===== src/sv/cave_automaton_step_unit_defines.svh =====
// Assertion macros for the cave automaton step unit.
// Used by the top level; expects clk and arst_n in the enclosing scope.
`ifndef CAVE_AUTOMATON_STEP_UNIT_DEFINES_SVH
`define CAVE_AUTOMATON_STEP_UNIT_DEFINES_SVH

// same-cycle implication, held off while reset is asserted
`define CAS_ASSERT_NOW(lbl, ante, cons) \
	lbl: assert property (@(posedge clk) disable iff (!arst_n) (ante) |-> (cons)) \
		else $error("cave automaton step unit: same-cycle check failed");

// next-cycle implication, held off while reset is asserted
`define CAS_ASSERT_NEXT(lbl, ante, cons) \
	lbl: assert property (@(posedge clk) disable iff (!arst_n) (ante) |=> (cons)) \
		else $error("cave automaton step unit: next-cycle check failed");

`endif


===== src/sv/cas_pkg.sv =====
`timescale 1ns / 1ps
// Shared constants, register codes and control structs of the cave automaton step unit.
// No dependencies.
package cas_pkg;

	localparam int MAX_WIDTH  = 1024;
	localparam int COL_W      = $clog2(MAX_WIDTH);
	localparam int WID_W      = COL_W + 1;
	localparam int HGT_W      = 16;
	localparam int ROW_W      = 16;
	localparam int LIM_W      = 4;
	localparam int CNT_W      = 4;
	localparam int CFG_IDX_W  = 2;
	localparam int CFG_DATA_W = 16;

	localparam logic [WID_W-1:0] WIDTH_RST   = WID_W'(64);
	localparam logic [HGT_W-1:0] HEIGHT_RST  = HGT_W'(64);
	localparam logic [LIM_W-1:0] SURVIVE_RST = LIM_W'(4);
	localparam logic [LIM_W-1:0] BIRTH_RST   = LIM_W'(4);

	typedef enum logic [CFG_IDX_W-1:0] {
		REG_FRAME_WIDTH   = 2'd0,
		REG_FRAME_HEIGHT  = 2'd1,
		REG_SURVIVE_LIMIT = 2'd2,
		REG_BIRTH_LIMIT   = 2'd3
	} cfg_reg_t;

	// which neighbor rows / columns fall outside the frame
	typedef struct packed {
		logic top;
		logic mid_r;
		logic bot;
		logic left;
		logic mid_c;
		logic right;
	} border_t;

	// position info for one accepted item
	typedef struct packed {
		logic [COL_W-1:0] addr;
		logic             emit;
		logic             last;
		logic [COL_W-1:0] out_col;
		logic [ROW_W-1:0] out_row;
		border_t          border;
	} pos_t;

	// one line buffer entry: cell two rows up and one row up
	typedef struct packed {
		logic above;
		logic middle;
	} line_word_t;

endpackage


===== src/sv/cas_cell_if.sv =====
`timescale 1ns / 1ps
// Input channel of the cave automaton step unit: one cell per transaction.
// Depends on nothing.
interface cas_cell_if;
	logic valid;
	logic ready;
	logic cell_req;
	logic filler;

	modport source (output valid, output cell_req, output filler, input ready);
	modport sink (input valid, input cell_req, input filler, output ready);
endinterface


===== src/sv/cas_result_if.sv =====
`timescale 1ns / 1ps
// Result channel of the cave automaton step unit: one next-generation cell per transaction.
// Depends on cas_pkg.
interface cas_result_if;
	logic                       valid;
	logic                       ready;
	logic                       new_cell;
	logic [cas_pkg::COL_W-1:0]  col;
	logic [cas_pkg::ROW_W-1:0]  row;
	logic                       frame_end;

	modport source (output valid, output new_cell, output col, output row, output frame_end,
		input ready);
	modport sink (input valid, input new_cell, input col, input row, input frame_end,
		output ready);
endinterface


===== src/sv/cave_automaton_step_unit.sv =====
`timescale 1ns / 1ps
// Cave automaton step unit: one generation of a cave-forming cellular automaton.
// Depends on cas_pkg, cas_cell_if, cas_result_if, cas_line_ram, cas_pos_ctrl,
// cas_window_eval and the assertion macros.
//
// Usage:
//  - cells (sink): one cell per transaction in row-major order, cell_req 1 = rock.
//    After the frame's last cell the sender appends frame_width+1 filler transactions
//    (filler = 1) to drain the pipeline. Another generation = stream the result back in.
//  - results (source): one transaction per cell with new_cell, col, row; frame_end
//    marks the frame's last cell. Counters return to frame start after it.
//  - cfg_we / cfg_index / cfg_wdata: register writes, taken at any clock edge with
//    cfg_we high. Write only while the block is idle between frames.
//  - Ordering: a cell's result is produced by the transaction frame_width+1 items
//    later; it passes stage 1, then its result is held in the output register.
//  - Throughput: one cell per cycle while no held result stalls stage 1, bounded by
//    the line buffer's one read (at acceptance) and one write-back (stage 1) per cell.
//  - Reset: position counters and window clear, registers take 64 x 64, limits 4/4.
//    The line buffer is not cleared; off-frame reads are masked by the border logic.
//  - Stall: a waiting result blocks the working stage only if that stage holds
//    another result; cells that produce nothing still move through.
`include "cave_automaton_step_unit_defines.svh"

module cave_automaton_step_unit (
	input  logic                           clk,
	input  logic                           arst_n,
	cas_cell_if.sink                       cells,
	cas_result_if.source                   results,
	input  logic                           cfg_we,
	input  logic [cas_pkg::CFG_IDX_W-1:0]  cfg_index,
	input  logic [cas_pkg::CFG_DATA_W-1:0] cfg_wdata
);

	// configuration registers
	logic [cas_pkg::WID_W-1:0] frame_width_q;
	logic [cas_pkg::HGT_W-1:0] frame_height_q;
	logic [cas_pkg::LIM_W-1:0] survive_limit_q;
	logic [cas_pkg::LIM_W-1:0] birth_limit_q;
	logic [cas_pkg::WID_W-1:0] w_eff;
	logic [cas_pkg::HGT_W-1:0] h_eff;

	// handshake
	logic accept;
	logic out_free;
	logic s1_adv;
	logic cell_in;

	// position of the incoming cell
	cas_pkg::pos_t cur_pos;

	// working stage: memory read data arrives here
	logic                valid_s1;
	logic                cell_s1;
	cas_pkg::pos_t       pos_s1;
	logic                fwd_s1;
	logic                fwd_above_s1;
	logic                fwd_mid_s1;
	cas_pkg::line_word_t ram_rd;
	cas_pkg::line_word_t ram_wr;
	logic                above_eff;
	logic                mid_eff;
	logic                new_cell;

	// output register
	logic                      res_valid_q;
	logic                      res_new_cell_q;
	logic [cas_pkg::COL_W-1:0] res_col_q;
	logic [cas_pkg::ROW_W-1:0] res_row_q;
	logic                      res_last_q;

	//--------------------------------------------------------------------
	// Configuration
	//--------------------------------------------------------------------
	always_ff @(posedge clk or negedge arst_n) begin
		if (!arst_n) begin
			frame_width_q   <= cas_pkg::WIDTH_RST;
			frame_height_q  <= cas_pkg::HEIGHT_RST;
			survive_limit_q <= cas_pkg::SURVIVE_RST;
			birth_limit_q   <= cas_pkg::BIRTH_RST;
		end else if (cfg_we) begin
			case (cas_pkg::cfg_reg_t'(cfg_index))
				cas_pkg::REG_FRAME_WIDTH: begin
					frame_width_q <= cfg_wdata[cas_pkg::WID_W-1:0];
				end
				cas_pkg::REG_FRAME_HEIGHT: begin
					frame_height_q <= cfg_wdata[cas_pkg::HGT_W-1:0];
				end
				cas_pkg::REG_SURVIVE_LIMIT: begin
					survive_limit_q <= cfg_wdata[cas_pkg::LIM_W-1:0];
				end
				cas_pkg::REG_BIRTH_LIMIT: begin
					birth_limit_q <= cfg_wdata[cas_pkg::LIM_W-1:0];
				end
				default: begin
				end
			endcase
		end
	end

	// width 0 acts as 1, width above the line buffer is clipped; height 0 acts as 1
	always_comb begin
		if (frame_width_q == '0) begin
			w_eff = cas_pkg::WID_W'(1);
		end else if (frame_width_q > cas_pkg::WID_W'(cas_pkg::MAX_WIDTH)) begin
			w_eff = cas_pkg::WID_W'(cas_pkg::MAX_WIDTH);
		end else begin
			w_eff = frame_width_q;
		end
		h_eff = (frame_height_q == '0) ? cas_pkg::HGT_W'(1) : frame_height_q;
	end

	//--------------------------------------------------------------------
	// Handshake: stage 1 only waits when it carries a result and the
	// output register is still held by the receiver.
	//--------------------------------------------------------------------
	assign out_free    = !res_valid_q || results.ready;
	assign s1_adv      = valid_s1 && (!pos_s1.emit || out_free);
	assign cells.ready = !valid_s1 || s1_adv;
	assign accept      = cells.valid && cells.ready;
	assign cell_in     = cells.filler ? 1'b0 : cells.cell_req;

	cas_pos_ctrl u_pos (
		.clk     (clk),
		.arst_n  (arst_n),
		.advance (accept),
		.w_eff   (w_eff),
		.h_eff   (h_eff),
		.cur     (cur_pos)
	);

	//--------------------------------------------------------------------
	// Line buffer: read at acceptance, write back from stage 1.
	// Entry per column = {cell two rows up, cell one row up}.
	//--------------------------------------------------------------------
	assign ram_wr.above  = mid_eff;
	assign ram_wr.middle = cell_s1;

	cas_line_ram u_ram (
		.clk   (clk),
		.re    (accept),
		.raddr (cur_pos.addr),
		.rdata (ram_rd),
		.we    (s1_adv),
		.waddr (pos_s1.addr),
		.wdata (ram_wr)
	);

	//--------------------------------------------------------------------
	// Stage 1
	//--------------------------------------------------------------------
	always_ff @(posedge clk or negedge arst_n) begin
		if (!arst_n) begin
			valid_s1 <= 1'b0;
		end else if (accept) begin
			valid_s1 <= 1'b1;
		end else if (s1_adv) begin
			valid_s1 <= 1'b0;
		end
	end

	// A read of the column being written back in the same cycle (one-column
	// frames) sees stale data, so the write-back values are forwarded.
	always_ff @(posedge clk) begin
		if (accept) begin
			cell_s1      <= cell_in;
			pos_s1       <= cur_pos;
			fwd_s1       <= valid_s1 && (pos_s1.addr == cur_pos.addr);
			fwd_above_s1 <= mid_eff;
			fwd_mid_s1   <= cell_s1;
		end
	end

	assign above_eff = fwd_s1 ? fwd_above_s1 : ram_rd.above;
	assign mid_eff   = fwd_s1 ? fwd_mid_s1 : ram_rd.middle;

	cas_window_eval u_win (
		.clk           (clk),
		.arst_n        (arst_n),
		.shift         (s1_adv),
		.col_new       ({above_eff, mid_eff, cell_s1}),
		.border        (pos_s1.border),
		.survive_limit (survive_limit_q),
		.birth_limit   (birth_limit_q),
		.new_cell      (new_cell)
	);

	//--------------------------------------------------------------------
	// Output register
	//--------------------------------------------------------------------
	always_ff @(posedge clk or negedge arst_n) begin
		if (!arst_n) begin
			res_valid_q <= 1'b0;
		end else if (s1_adv && pos_s1.emit) begin
			res_valid_q <= 1'b1;
		end else if (results.ready) begin
			res_valid_q <= 1'b0;
		end
	end

	always_ff @(posedge clk) begin
		if (s1_adv && pos_s1.emit) begin
			res_new_cell_q <= new_cell;
			res_col_q      <= pos_s1.out_col;
			res_row_q      <= pos_s1.out_row;
			res_last_q     <= pos_s1.last;
		end
	end

	assign results.valid     = res_valid_q;
	assign results.new_cell  = res_new_cell_q;
	assign results.col       = res_col_q;
	assign results.row       = res_row_q;
	assign results.frame_end = res_last_q;

	//--------------------------------------------------------------------
	// Checks
	//--------------------------------------------------------------------
	// stage 1 holds only behind a result the receiver has not taken
	`CAS_ASSERT_NOW(a_s1_stall_cause, valid_s1 && !s1_adv, res_valid_q && !results.ready)
	// after the frame's last cell the next item starts a fresh frame
	`CAS_ASSERT_NEXT(a_frame_restart, accept && cur_pos.emit && cur_pos.last, !cur_pos.emit)
	// a new result always comes from stage 1 carrying one
	`CAS_ASSERT_NOW(a_result_source, $rose(res_valid_q), $past(s1_adv && pos_s1.emit))

endmodule


===== src/sv/cas_line_ram.sv =====
`timescale 1ns / 1ps
// Line buffer memory: one entry per column, holding the two previous rows.
// Depends on cas_pkg. One write and one registered read per cycle.
module cas_line_ram (
	input  logic                      clk,
	input  logic                      re,
	input  logic [cas_pkg::COL_W-1:0] raddr,
	output cas_pkg::line_word_t       rdata,
	input  logic                      we,
	input  logic [cas_pkg::COL_W-1:0] waddr,
	input  cas_pkg::line_word_t       wdata
);

	cas_pkg::line_word_t mem [cas_pkg::MAX_WIDTH];
	cas_pkg::line_word_t rd_q;

	always_ff @(posedge clk) begin
		if (we) begin
			mem[waddr] <= wdata;
		end
	end

	// read-during-write returns the old entry
	always_ff @(posedge clk) begin
		if (re) begin
			rd_q <= mem[raddr];
		end
	end

	assign rdata = rd_q;

endmodule


===== src/sv/cas_pos_ctrl.sv =====
`timescale 1ns / 1ps
// Stream position tracking: input column/row, result column/row, frame end and border flags.
// Depends on cas_pkg.
module cas_pos_ctrl (
	input  logic                      clk,
	input  logic                      arst_n,
	input  logic                      advance,
	input  logic [cas_pkg::WID_W-1:0] w_eff,
	input  logic [cas_pkg::HGT_W-1:0] h_eff,
	output cas_pkg::pos_t             cur
);

	localparam logic [1:0] IN_ROW_SAT = 2'd2;

	logic [cas_pkg::COL_W-1:0] in_col_q;
	logic [1:0]                in_row_q;   // saturates: only rows 0, 1 and later matter
	logic [cas_pkg::COL_W-1:0] out_col_q;
	logic [cas_pkg::ROW_W-1:0] out_row_q;

	logic [cas_pkg::WID_W-1:0] in_col_nx;
	logic [cas_pkg::WID_W-1:0] out_col_nx;
	logic [cas_pkg::ROW_W:0]   out_row_nx;
	logic [cas_pkg::ROW_W:0]   h_ext;
	logic [cas_pkg::WID_W:0]   w_plus1;
	logic                      in_wrap;
	logic                      out_wrap;

	always_comb begin
		in_col_nx  = {1'b0, in_col_q} + cas_pkg::WID_W'(1);
		out_col_nx = {1'b0, out_col_q} + cas_pkg::WID_W'(1);
		out_row_nx = {1'b0, out_row_q} + (cas_pkg::ROW_W+1)'(1);
		h_ext      = {1'b0, h_eff};
		w_plus1    = {1'b0, w_eff} + (cas_pkg::WID_W+1)'(1);
		in_wrap    = in_col_nx >= w_eff;
		out_wrap   = out_col_nx >= w_eff;

		cur.addr = in_col_q;
		// stream position >= width + 1: a full window is present
		cur.emit = in_row_q[1]
			|| (in_row_q == 2'd1 && in_col_q != '0)
			|| ({2'b0, in_col_q} >= w_plus1);
		cur.last    = (out_row_nx >= h_ext) && out_wrap;
		cur.out_col = out_col_q;
		cur.out_row = out_row_q;

		cur.border.top   = (out_row_q == '0) || ({1'b0, out_row_q} >= h_ext + (cas_pkg::ROW_W+1)'(1));
		cur.border.mid_r = {1'b0, out_row_q} >= h_ext;
		cur.border.bot   = out_row_nx >= h_ext;
		cur.border.left  = (out_col_q == '0) || ({2'b0, out_col_q} >= w_plus1);
		cur.border.mid_c = {1'b0, out_col_q} >= w_eff;
		cur.border.right = out_wrap;
	end

	always_ff @(posedge clk or negedge arst_n) begin
		if (!arst_n) begin
			in_col_q  <= '0;
			in_row_q  <= '0;
			out_col_q <= '0;
			out_row_q <= '0;
		end else if (advance) begin
			if (cur.emit && cur.last) begin
				in_col_q  <= '0;
				in_row_q  <= '0;
				out_col_q <= '0;
				out_row_q <= '0;
			end else begin
				in_col_q <= in_wrap ? '0 : in_col_nx[cas_pkg::COL_W-1:0];
				if (in_wrap && in_row_q != IN_ROW_SAT) begin
					in_row_q <= in_row_q + 2'd1;
				end
				if (cur.emit) begin
					if (out_wrap) begin
						out_col_q <= '0;
						if (out_row_q != '1) begin
							out_row_q <= out_row_nx[cas_pkg::ROW_W-1:0];
						end
					end else begin
						out_col_q <= out_col_nx[cas_pkg::COL_W-1:0];
					end
				end
			end
		end
	end

endmodule


===== src/sv/cas_window_eval.sv =====
`timescale 1ns / 1ps
// 3x3 neighborhood window and the birth / survive rule.
// Depends on cas_pkg. Window is two stored column triples plus the incoming one.
module cas_window_eval (
	input  logic                      clk,
	input  logic                      arst_n,
	input  logic                      shift,
	input  logic [2:0]                col_new,   // {top, mid, bot}
	input  cas_pkg::border_t          border,
	input  logic [cas_pkg::LIM_W-1:0] survive_limit,
	input  logic [cas_pkg::LIM_W-1:0] birth_limit,
	output logic                      new_cell
);

	logic [2:0]                col_l_q;
	logic [2:0]                col_c_q;
	logic [7:0]                nb;
	logic [cas_pkg::CNT_W-1:0] live_cnt;

	always_ff @(posedge clk or negedge arst_n) begin
		if (!arst_n) begin
			col_l_q <= '0;
			col_c_q <= '0;
		end else if (shift) begin
			col_l_q <= col_c_q;
			col_c_q <= col_new;
		end
	end

	// off-frame neighbors count as live
	always_comb begin
		nb[0] = col_l_q[2] | border.top   | border.left;
		nb[1] = col_l_q[1] | border.mid_r | border.left;
		nb[2] = col_l_q[0] | border.bot   | border.left;
		nb[3] = col_c_q[2] | border.top   | border.mid_c;
		nb[4] = col_c_q[0] | border.bot   | border.mid_c;
		nb[5] = col_new[2] | border.top   | border.right;
		nb[6] = col_new[1] | border.mid_r | border.right;
		nb[7] = col_new[0] | border.bot   | border.right;

		live_cnt = '0;
		for (int i = 0; i < 8; i++) begin
			live_cnt = live_cnt + cas_pkg::CNT_W'(nb[i]);
		end

		new_cell = col_c_q[1] ? (live_cnt >= survive_limit) : (live_cnt > birth_limit);
	end

endmodule


===== src/flat_wrapper.sv =====
// flat-port wrapper written by rule: the top's interface ports become plain ports
module cave_automaton_step_unit_flat 
  (clk, arst_n, cfg_we, cfg_index, cfg_wdata, cells_valid, cells_cell_req, cells_filler, cells_ready, results_valid, results_new_cell, results_col, results_row, results_frame_end, results_ready);
  cas_cell_if cells_i ();
  cas_result_if results_i ();
  input  logic clk;
  input  logic arst_n;
  input  logic cfg_we;
  input  logic [cas_pkg::CFG_IDX_W-1:0] cfg_index;
  input  logic [cas_pkg::CFG_DATA_W-1:0] cfg_wdata;
  input wire logic [$bits(cells_i.valid)-1:0] cells_valid;
  input wire logic [$bits(cells_i.cell_req)-1:0] cells_cell_req;
  input wire logic [$bits(cells_i.filler)-1:0] cells_filler;
  output wire logic [$bits(cells_i.ready)-1:0] cells_ready;
  output wire logic [$bits(results_i.valid)-1:0] results_valid;
  output wire logic [$bits(results_i.new_cell)-1:0] results_new_cell;
  output wire logic [$bits(results_i.col)-1:0] results_col;
  output wire logic [$bits(results_i.row)-1:0] results_row;
  output wire logic [$bits(results_i.frame_end)-1:0] results_frame_end;
  input wire logic [$bits(results_i.ready)-1:0] results_ready;
  assign cells_i.valid = cells_valid;
  assign cells_i.cell_req = cells_cell_req;
  assign cells_i.filler = cells_filler;
  assign cells_ready = cells_i.ready;
  assign results_valid = results_i.valid;
  assign results_new_cell = results_i.new_cell;
  assign results_col = results_i.col;
  assign results_row = results_i.row;
  assign results_frame_end = results_i.frame_end;
  assign results_i.ready = results_ready;
  cave_automaton_step_unit u_core (.clk(clk), .arst_n(arst_n), .cells(cells_i), .results(results_i), .cfg_we(cfg_we), .cfg_index(cfg_index), .cfg_wdata(cfg_wdata));
endmodule

===== config.mk =====
export PLATFORM = sky130hd
export DESIGN_NAME = cave_automaton_step_unit_flat
export DESIGN_NICKNAME = d
export VERILOG_FILES = /design/src/sv/cas_pkg.sv /design/src/sv/cas_cell_if.sv /design/src/sv/cas_result_if.sv /design/src/sv/cave_automaton_step_unit.sv /design/src/sv/cas_line_ram.sv /design/src/sv/cas_pos_ctrl.sv /design/src/sv/cas_window_eval.sv /design/src/flat_wrapper.sv
export VERILOG_INCLUDE_DIRS = /design/src /design/src/sv
export SDC_FILE = /design/constraint.sdc
export NUM_CORES = 2
export LEC_CHECK = 0
export ABC_AREA = 1
export ABC_CLOCK_PERIOD_IN_PS = 31400
export BUFFER_PORTS_ARGS = -buffer_cell sky130_fd_sc_hd__clkbuf_2
export CAP_MARGIN = 15
export CORE_ASPECT_RATIO = 2
export CORE_MARGIN = 3
export CORE_UTILIZATION = 50
export DETAILED_ROUTE_END_ITERATION = 8
export PLACE_DENSITY = 0.73
export SETUP_SLACK_MARGIN = 0.3
export SYNTH_ARGS = -nofsm -noshare
export SYNTH_HDL_FRONTEND = slang
export SYNTH_HIERARCHICAL = 1
export SYNTH_SLANG_ARGS = --single-unit

===== constraint.sdc =====
create_clock -name clk -period 31.4 [get_ports clk]
set_input_delay 4.71 -clock clk [delete_from_list [all_inputs] [get_ports clk]]
set_output_delay 4.71 -clock clk [all_outputs]
set_load 0.01 [all_outputs]

==> Word-level counts from Yosys, hierarchy flattened <==
Memories as Yosys holds them, arrays and structs flattened. A register that Yosys moved wholly into a read port is not among the register bits.
Cells that the tools add are included.
{ "totals": {"regBits": 157, "latchBits": 0, "mem_bits_rw": 2048, "rom_bits": 0, "in_bits": 25, "output_inout_bits": 30, "n_memories": 1} }
{ "op_classes": {"n_addsub": 13, "mul": 0, "div_mod_pow": 0, "magnitude_cmp": 11, "n_eq_ne": 7, "n_shift": 0, "mux": 23, "bitwise_logic": 16, "n_reduce_logical": 37} }
{ "memory_table": {"columns": ["memory", "words", "word_bits", "read_ports", "rd_clocked_by_memory_dff", "wr", "line_no", "source"], "rows": [
  ["u_core.u_ram.mem", 1024, 2, 1, 1, 1, "cas_line_ram.sv:14", "cas_pkg::line_word_t mem [cas_pkg::MAX_WIDTH];"]
]} }
{ "op_table": {"columns": ["operator", "n"], "rows": [
  ["16-bit 2-to-1 mux", 5],
  ["10-bit 2-to-1 mux", 5],
  ["16-bit by 1-bit adder with 17-bit output, second input constant", 2],
  ["16-bit logical NOT", 2],
  ["10-bit by 12-bit >= comparator with 1-bit output", 2],
  ["10-bit by 1-bit adder with 11-bit output, second input constant", 2],
  ["11-bit >= comparator", 2],
  ["11-bit 2-to-1 mux", 2],
  ["16-bit by 17-bit >= comparator with 1-bit output", 1],
  ["17-bit by 16-bit >= comparator with 1-bit output", 1],
  ["4-bit by 1-bit adder with 4-bit output", 4],
  ["16-bit >= comparator", 1],
  ["16-bit inequality test, second input constant", 1],
  ["1-bit bitwise OR", 16],
  ["11-bit by 1-bit adder with 12-bit output, second input constant", 1],
  ["2-bit AND reduction", 6],
  ["2-bit nonzero test", 6],
  ["10-bit by 11-bit >= comparator with 1-bit output", 1],
  ["11-bit greater-than comparator, second input constant", 1],
  ["11-bit logical NOT", 1],
  ["10-bit equality test", 1],
  ["10-bit logical NOT", 1],
  ["10-bit nonzero test", 1],
  ["1-bit 2-to-1 mux", 9],
  ["15 further kinds", 33]
]} }

==> Depth between registers and ports, before layout <==
{ "logic_depth": {"word_depth": 11, "mapped_depth": 26, "ltp_nobuf": 25} }

==> Modules after synthesis <==
Netlist, hierarchy kept.
{ "by_module_without_submodules": {"columns": ["module", "instances", "cells_each", "area_per_inst_um2", "seq_area_each_um2"], "rows": [
  ["cas_line_ram", 1, 7976, 86973.4, 61559.0],
  ["cas_pos_ctrl", 1, 739, 5256.3, 950.9],
  ["cave_automaton_step_unit", 1, 328, 4187.8, 3213.1],
  ["cas_window_eval", 1, 87, 670.6, 150.1]
]} }

==> Least setup slack after synthesis <==
Ideal clock, no wire load.
{ "synth_timing": {"path_kind": "register -> register", "from": "register u_core.cell_s1", "to": "register u_core.fwd_mid_s1, data pin", "setup_ns": 2.679, "t_arrival_ns": 12.056, "required_ns": 28.721, "slack_ns": 16.665, "stages_incl_launch_ff": 1, "n_path_buf": 0, "period_less_slack_ns": 14.735, "cell_sequence": "edfxtp_1"} }
{ "synth_lines": {"columns": ["element", "line_no", "source"], "rows": [
  ["from (decl)", "cave_automaton_step_unit.sv:53", "logic cell_s1;"],
  ["from (signal assigned)", "cave_automaton_step_unit.sv:165", "cell_s1 <= cell_in;"],
  ["to (signal assigned)", "cave_automaton_step_unit.sv:169", "fwd_mid_s1 <= cell_s1;"],
  ["to (decl)", "cave_automaton_step_unit.sv:57", "logic fwd_mid_s1;"]
]} }
No word-level cell between the ends.

==> Final worst setup path <==
{ "layout_timing": {"from": "input results_ready", "to": "output cells_ready"} }
{ "layout_between": {"elab_chain_len": 4} }
{ "layout_rtl": {"columns": ["element", "line_no", "source"], "rows": [
  ["from (decl)", "flat_wrapper.sv:20", "input wire logic [$bits(results_i.ready)-1:0] results_ready;"],
  ["1-bit logical OR", "cave_automaton_step_unit.sv:116", "assign out_free = !res_valid_q || results.ready;"],
  ["1-bit logical OR", "cave_automaton_step_unit.sv:117", "assign s1_adv = valid_s1 && (!pos_s1.emit || out_free);"],
  ["1-bit logical AND", "cave_automaton_step_unit.sv:117", null],
  ["1-bit logical OR", "cave_automaton_step_unit.sv:118", "assign cells.ready = !valid_s1 || s1_adv;"],
  ["to (decl)", "flat_wrapper.sv:14", "output wire logic [$bits(cells_i.ready)-1:0] cells_ready;"]
]} }
No other way between the ends.

==> impl_metrics.env <==
export IMPL_layout_commonest_cell="nand2_1"
export IMPL_tightestPinTransition_ns=1.30
export IMPL_synth_seq_cells=2207
export IMPL_crit_fanout=3
export IMPL_dp_final_hpwl_mm=144
export IMPL_nNetsFinal=8959
export IMPL_ctsLongestPathBuffers=4
export IMPL_synthArstFlopShare_pct=3.67
export IMPL_cp_common_cell="clkbuf_2"
export IMPL_max_stage_delay_ns=0.17
export IMPL_via_count=68992
export IMPL_synth_warnings=6
export IMPL_grt_setup_unrepaired="false"
export IMPL_critPathRequiredTime_ns=26.69
export IMPL_gp_congestion=0.937
export IMPL_drc=0
export IMPL_fin_tns_setup_ns=0
export IMPL_cpMaxStageDelayCell="clkbuf_2"
export IMPL_ys_types=55
export IMPL_grt_overflow_total=0
export IMPL_io_pins=55
export IMPL_hold_viol=0
export IMPL_slew_violations=0
export IMPL_num_rows=228
export IMPL_portBuffers=54
export IMPL_grt_usage_pct=25.9
export IMPL_setup_viol=0
export IMPL_syn_inst=9130
export IMPL_fin_area_mm2=0.104
export IMPL_viasPerCell=6.01
export IMPL_die_h_um=629
export IMPL_postSynthAreaPerCell_um2=10.6
export IMPL_antenna_found_initial=3
export IMPL_cts_tree="done"
export IMPL_power_leakage_nw=36.3
export IMPL_clkSlewWorstSetupHoldPaths_ns=0.07
export IMPL_grt_pass1_wl_mm=393
export IMPL_pwr_density_cell_mw_per_mm2=83.3
export IMPL_relSlewSlack_pct=13.3
export IMPL_synth_seq_area_share_pct=67.8
export IMPL_hp_start="u_core/pos_s1[7]$_DFFE_PP_"
export IMPL_fin_crit_sh_pct=31.6
export IMPL_ys_flop_type="edfxtp_1"
export IMPL_critPathCapture="cells_ready"
export IMPL_worstHoldPathType="flip-flop to flip-flop"
export IMPL_netlist_area_mm2=0.0971
export IMPL_routed_wl_mm=267
export IMPL_grt_max_degree=270
export IMPL_cts_resized=0
export IMPL_reg2reg_slack_ns=25.52
export IMPL_syn_nets=9280
export IMPL_cts_sinks=2207
export IMPL_cap_violations=0
export IMPL_hold_depth=0
export IMPL_total_power_w=0.00869
export IMPL_cts_made_buffers=178
export IMPL_synth_edff_count=2126
export IMPL_setup_ws_ns=21.49
export IMPL_layout_common_cells="nand2_1 (2319), edfxtp_1 (2126), nand3_1 (2111)"
export IMPL_first_global_vias=69229
export IMPL_status="finished clean"
export IMPL_dp_worst_setup_slack_ns=21.49
export IMPL_r2r_end="u_core/u_ram/rdata[0]$_DFFE_PP_"
export IMPL_ir_worst_vdd_mv=0.0936
export IMPL_postCtsSetupBuffers=0
export IMPL_drtAntennaViolNets=0
export IMPL_cp_arrival_ns=5.20
export IMPL_start_util_pct=50.3
export IMPL_skew_ns=0.0306
export IMPL_crit_path_cell_trace="clkbuf_2 > inv_1 > nand4_1 > clkbuf_2"
export IMPL_die_w_um=318
export IMPL_h_tree_depth=4
export IMPL_place_area_mm2=0.0985
export IMPL_crit_type="primary input to output pin"
export IMPL_design_core_area_mm2=0.193
export IMPL_drive_gt1_share_pct=5.55
export IMPL_period_minus_slack_ns=9.91
export IMPL_fillers=16092
export IMPL_endpoint_kind="output pin"
export IMPL_cts_hold_buf=0
export IMPL_rr_worst_depth=16
export IMPL_cp_start_kind="primary input"
export IMPL_crit_start="results_ready"
export IMPL_post_drt_wl_per_cell_um=23.2
export IMPL_die_area_mm2=0.200
export IMPL_drtIter0Drc=8284
export IMPL_dr_pass1_iters=7
export IMPL_area_delta_synth_final_pct=7.43
export IMPL_r2r_start="u_core/u_pos/in_col_q[0]$_DFFE_PN0P_"
export IMPL_clock_latency_ns=0.83
export IMPL_fmax_mhz=101
export IMPL_cts_root_buf="clkbuf_16"
[worst min path at each step]
stage                                         endpoint
finish                 u_core/results.row[1]$_DFFE_PP_
global route           u_core/results.row[1]$_DFFE_PP_
CTS                    u_core/results.row[1]$_DFFE_PP_
detailed placement     u_core/results.col[5]$_DFFE_PP_
global placement    u_core/results.frame_end$_DFFE_PP_
floorplan              u_core/results.col[0]$_DFFE_PP_
[layer usage]
layer	global-route usage, %	vias up	wire length [µm]
li1	-	30843	-
met1	27.8	33422	84700
met2	45.9	3738	136000
met3	3.34	989	23800
met4	20.0	0	22500
met5	0	-	0
[registers in the layout, summed over array words and instances (netlist names), 2 cells and up]
signal                  flops
u_core/u_ram/rdata          2
u_core/u_pos/in_col_q      10
u_core/frame_width_q       11
u_core/birth_limit_q        4
u_core/u_ram/mem         2048
u_core/results.col         10
u_core/u_win/col_c_q        3
u_core/pos_s1              44
u_core/u_pos/out_col_q     10
u_core/results.row         16
u_core/u_pos/out_row_q     16
u_core/frame_height_q      16
u_core/u_win/col_l_q        3
u_core/u_pos/in_row_q       2
u_core/survive_limit_q      4
[Yosys cell counts (5+ instances only)]
master,number,area [µm²]
nand2_1,2340,8780
edfxtp_1,2126,63800
nand3_1,2117,10600
nor2_1,1121,4210
clkbuf_1,277,1040
buf_2,259,1300
inv_1,222,833
ha_1,121,1510
dfrtp_1,77,1930
o21ai_0,71,355
buf_1,69,259
buf_4,55,413
nor3_1,48,240
a21oi_1,44,220
xor2_1,37,324
nand4_1,34,213
buf_6,11,124
o21ai_1,9,45.0
nor4_1,8,50.1
mux2_2,7,78.8
inv_2,5,18.8
nor2_2,5,31.3
xnor2_1,5,43.8
[stage by stage]
step | hold slack, ns | std cells | util (%)
6_report | 0.423 | 11473 | 54.1
5_1_grt | 0.445 | 11469 | 54.1
4_1_cts | 0.429 | 11454 | 53.9
3_5_place_dp | 0.405 | 11145 | 51.1
3_3_place_gp | 0.417 | 11145 | 51.1
2_1_floorplan | 0.400 | 9130 | -
[critical path: cells and delay by family]
| kind | cells | cell delay [ns] |
|---|---|---|
| buffers and inverters | 3 | 0.35 |
| and+or+nand+nor | 1 | 0.14 |
[final cells by class]
cell class	count	area, µm²	area share [%]
Tap cell	2530	3170	3.04
Timing Repair Buffer	173	1510	1.45
Antenna cell	5	12.5	0.0120
Clock inverter	84	737	0.707
Multi-Input combinational cell	6019	27400	26.2
Sequential cell	2207	65900	63.2
Clock buffer	225	4730	4.53
Inverter	230	901	0.864
[logic make-up (layout without fill, tap and decap cells)]
kind of cell    count (synthesis)  after routing  synth area share, %
simple gates                 5691           5691                 25.0
flops                        2207           2207                 67.8
buf+inv                       904            712                 4.14
compound gates                153            153                0.865
fa+ha+maj                     125            125                 1.64
xor+xnor                       42             42                0.379
mux                             8              8               0.0928
other cells                     0              5                    0
[power breakdown]
part | switching (W) | internal (W) | total (W)
Clock | 0.000995 | 0.00117 | 0.00216
Sequential | 0.000108 | 0.00349 | 0.00360
Combinational | 0.00215 | 0.000783 | 0.00293
Power figures use the tool's default switching activity.
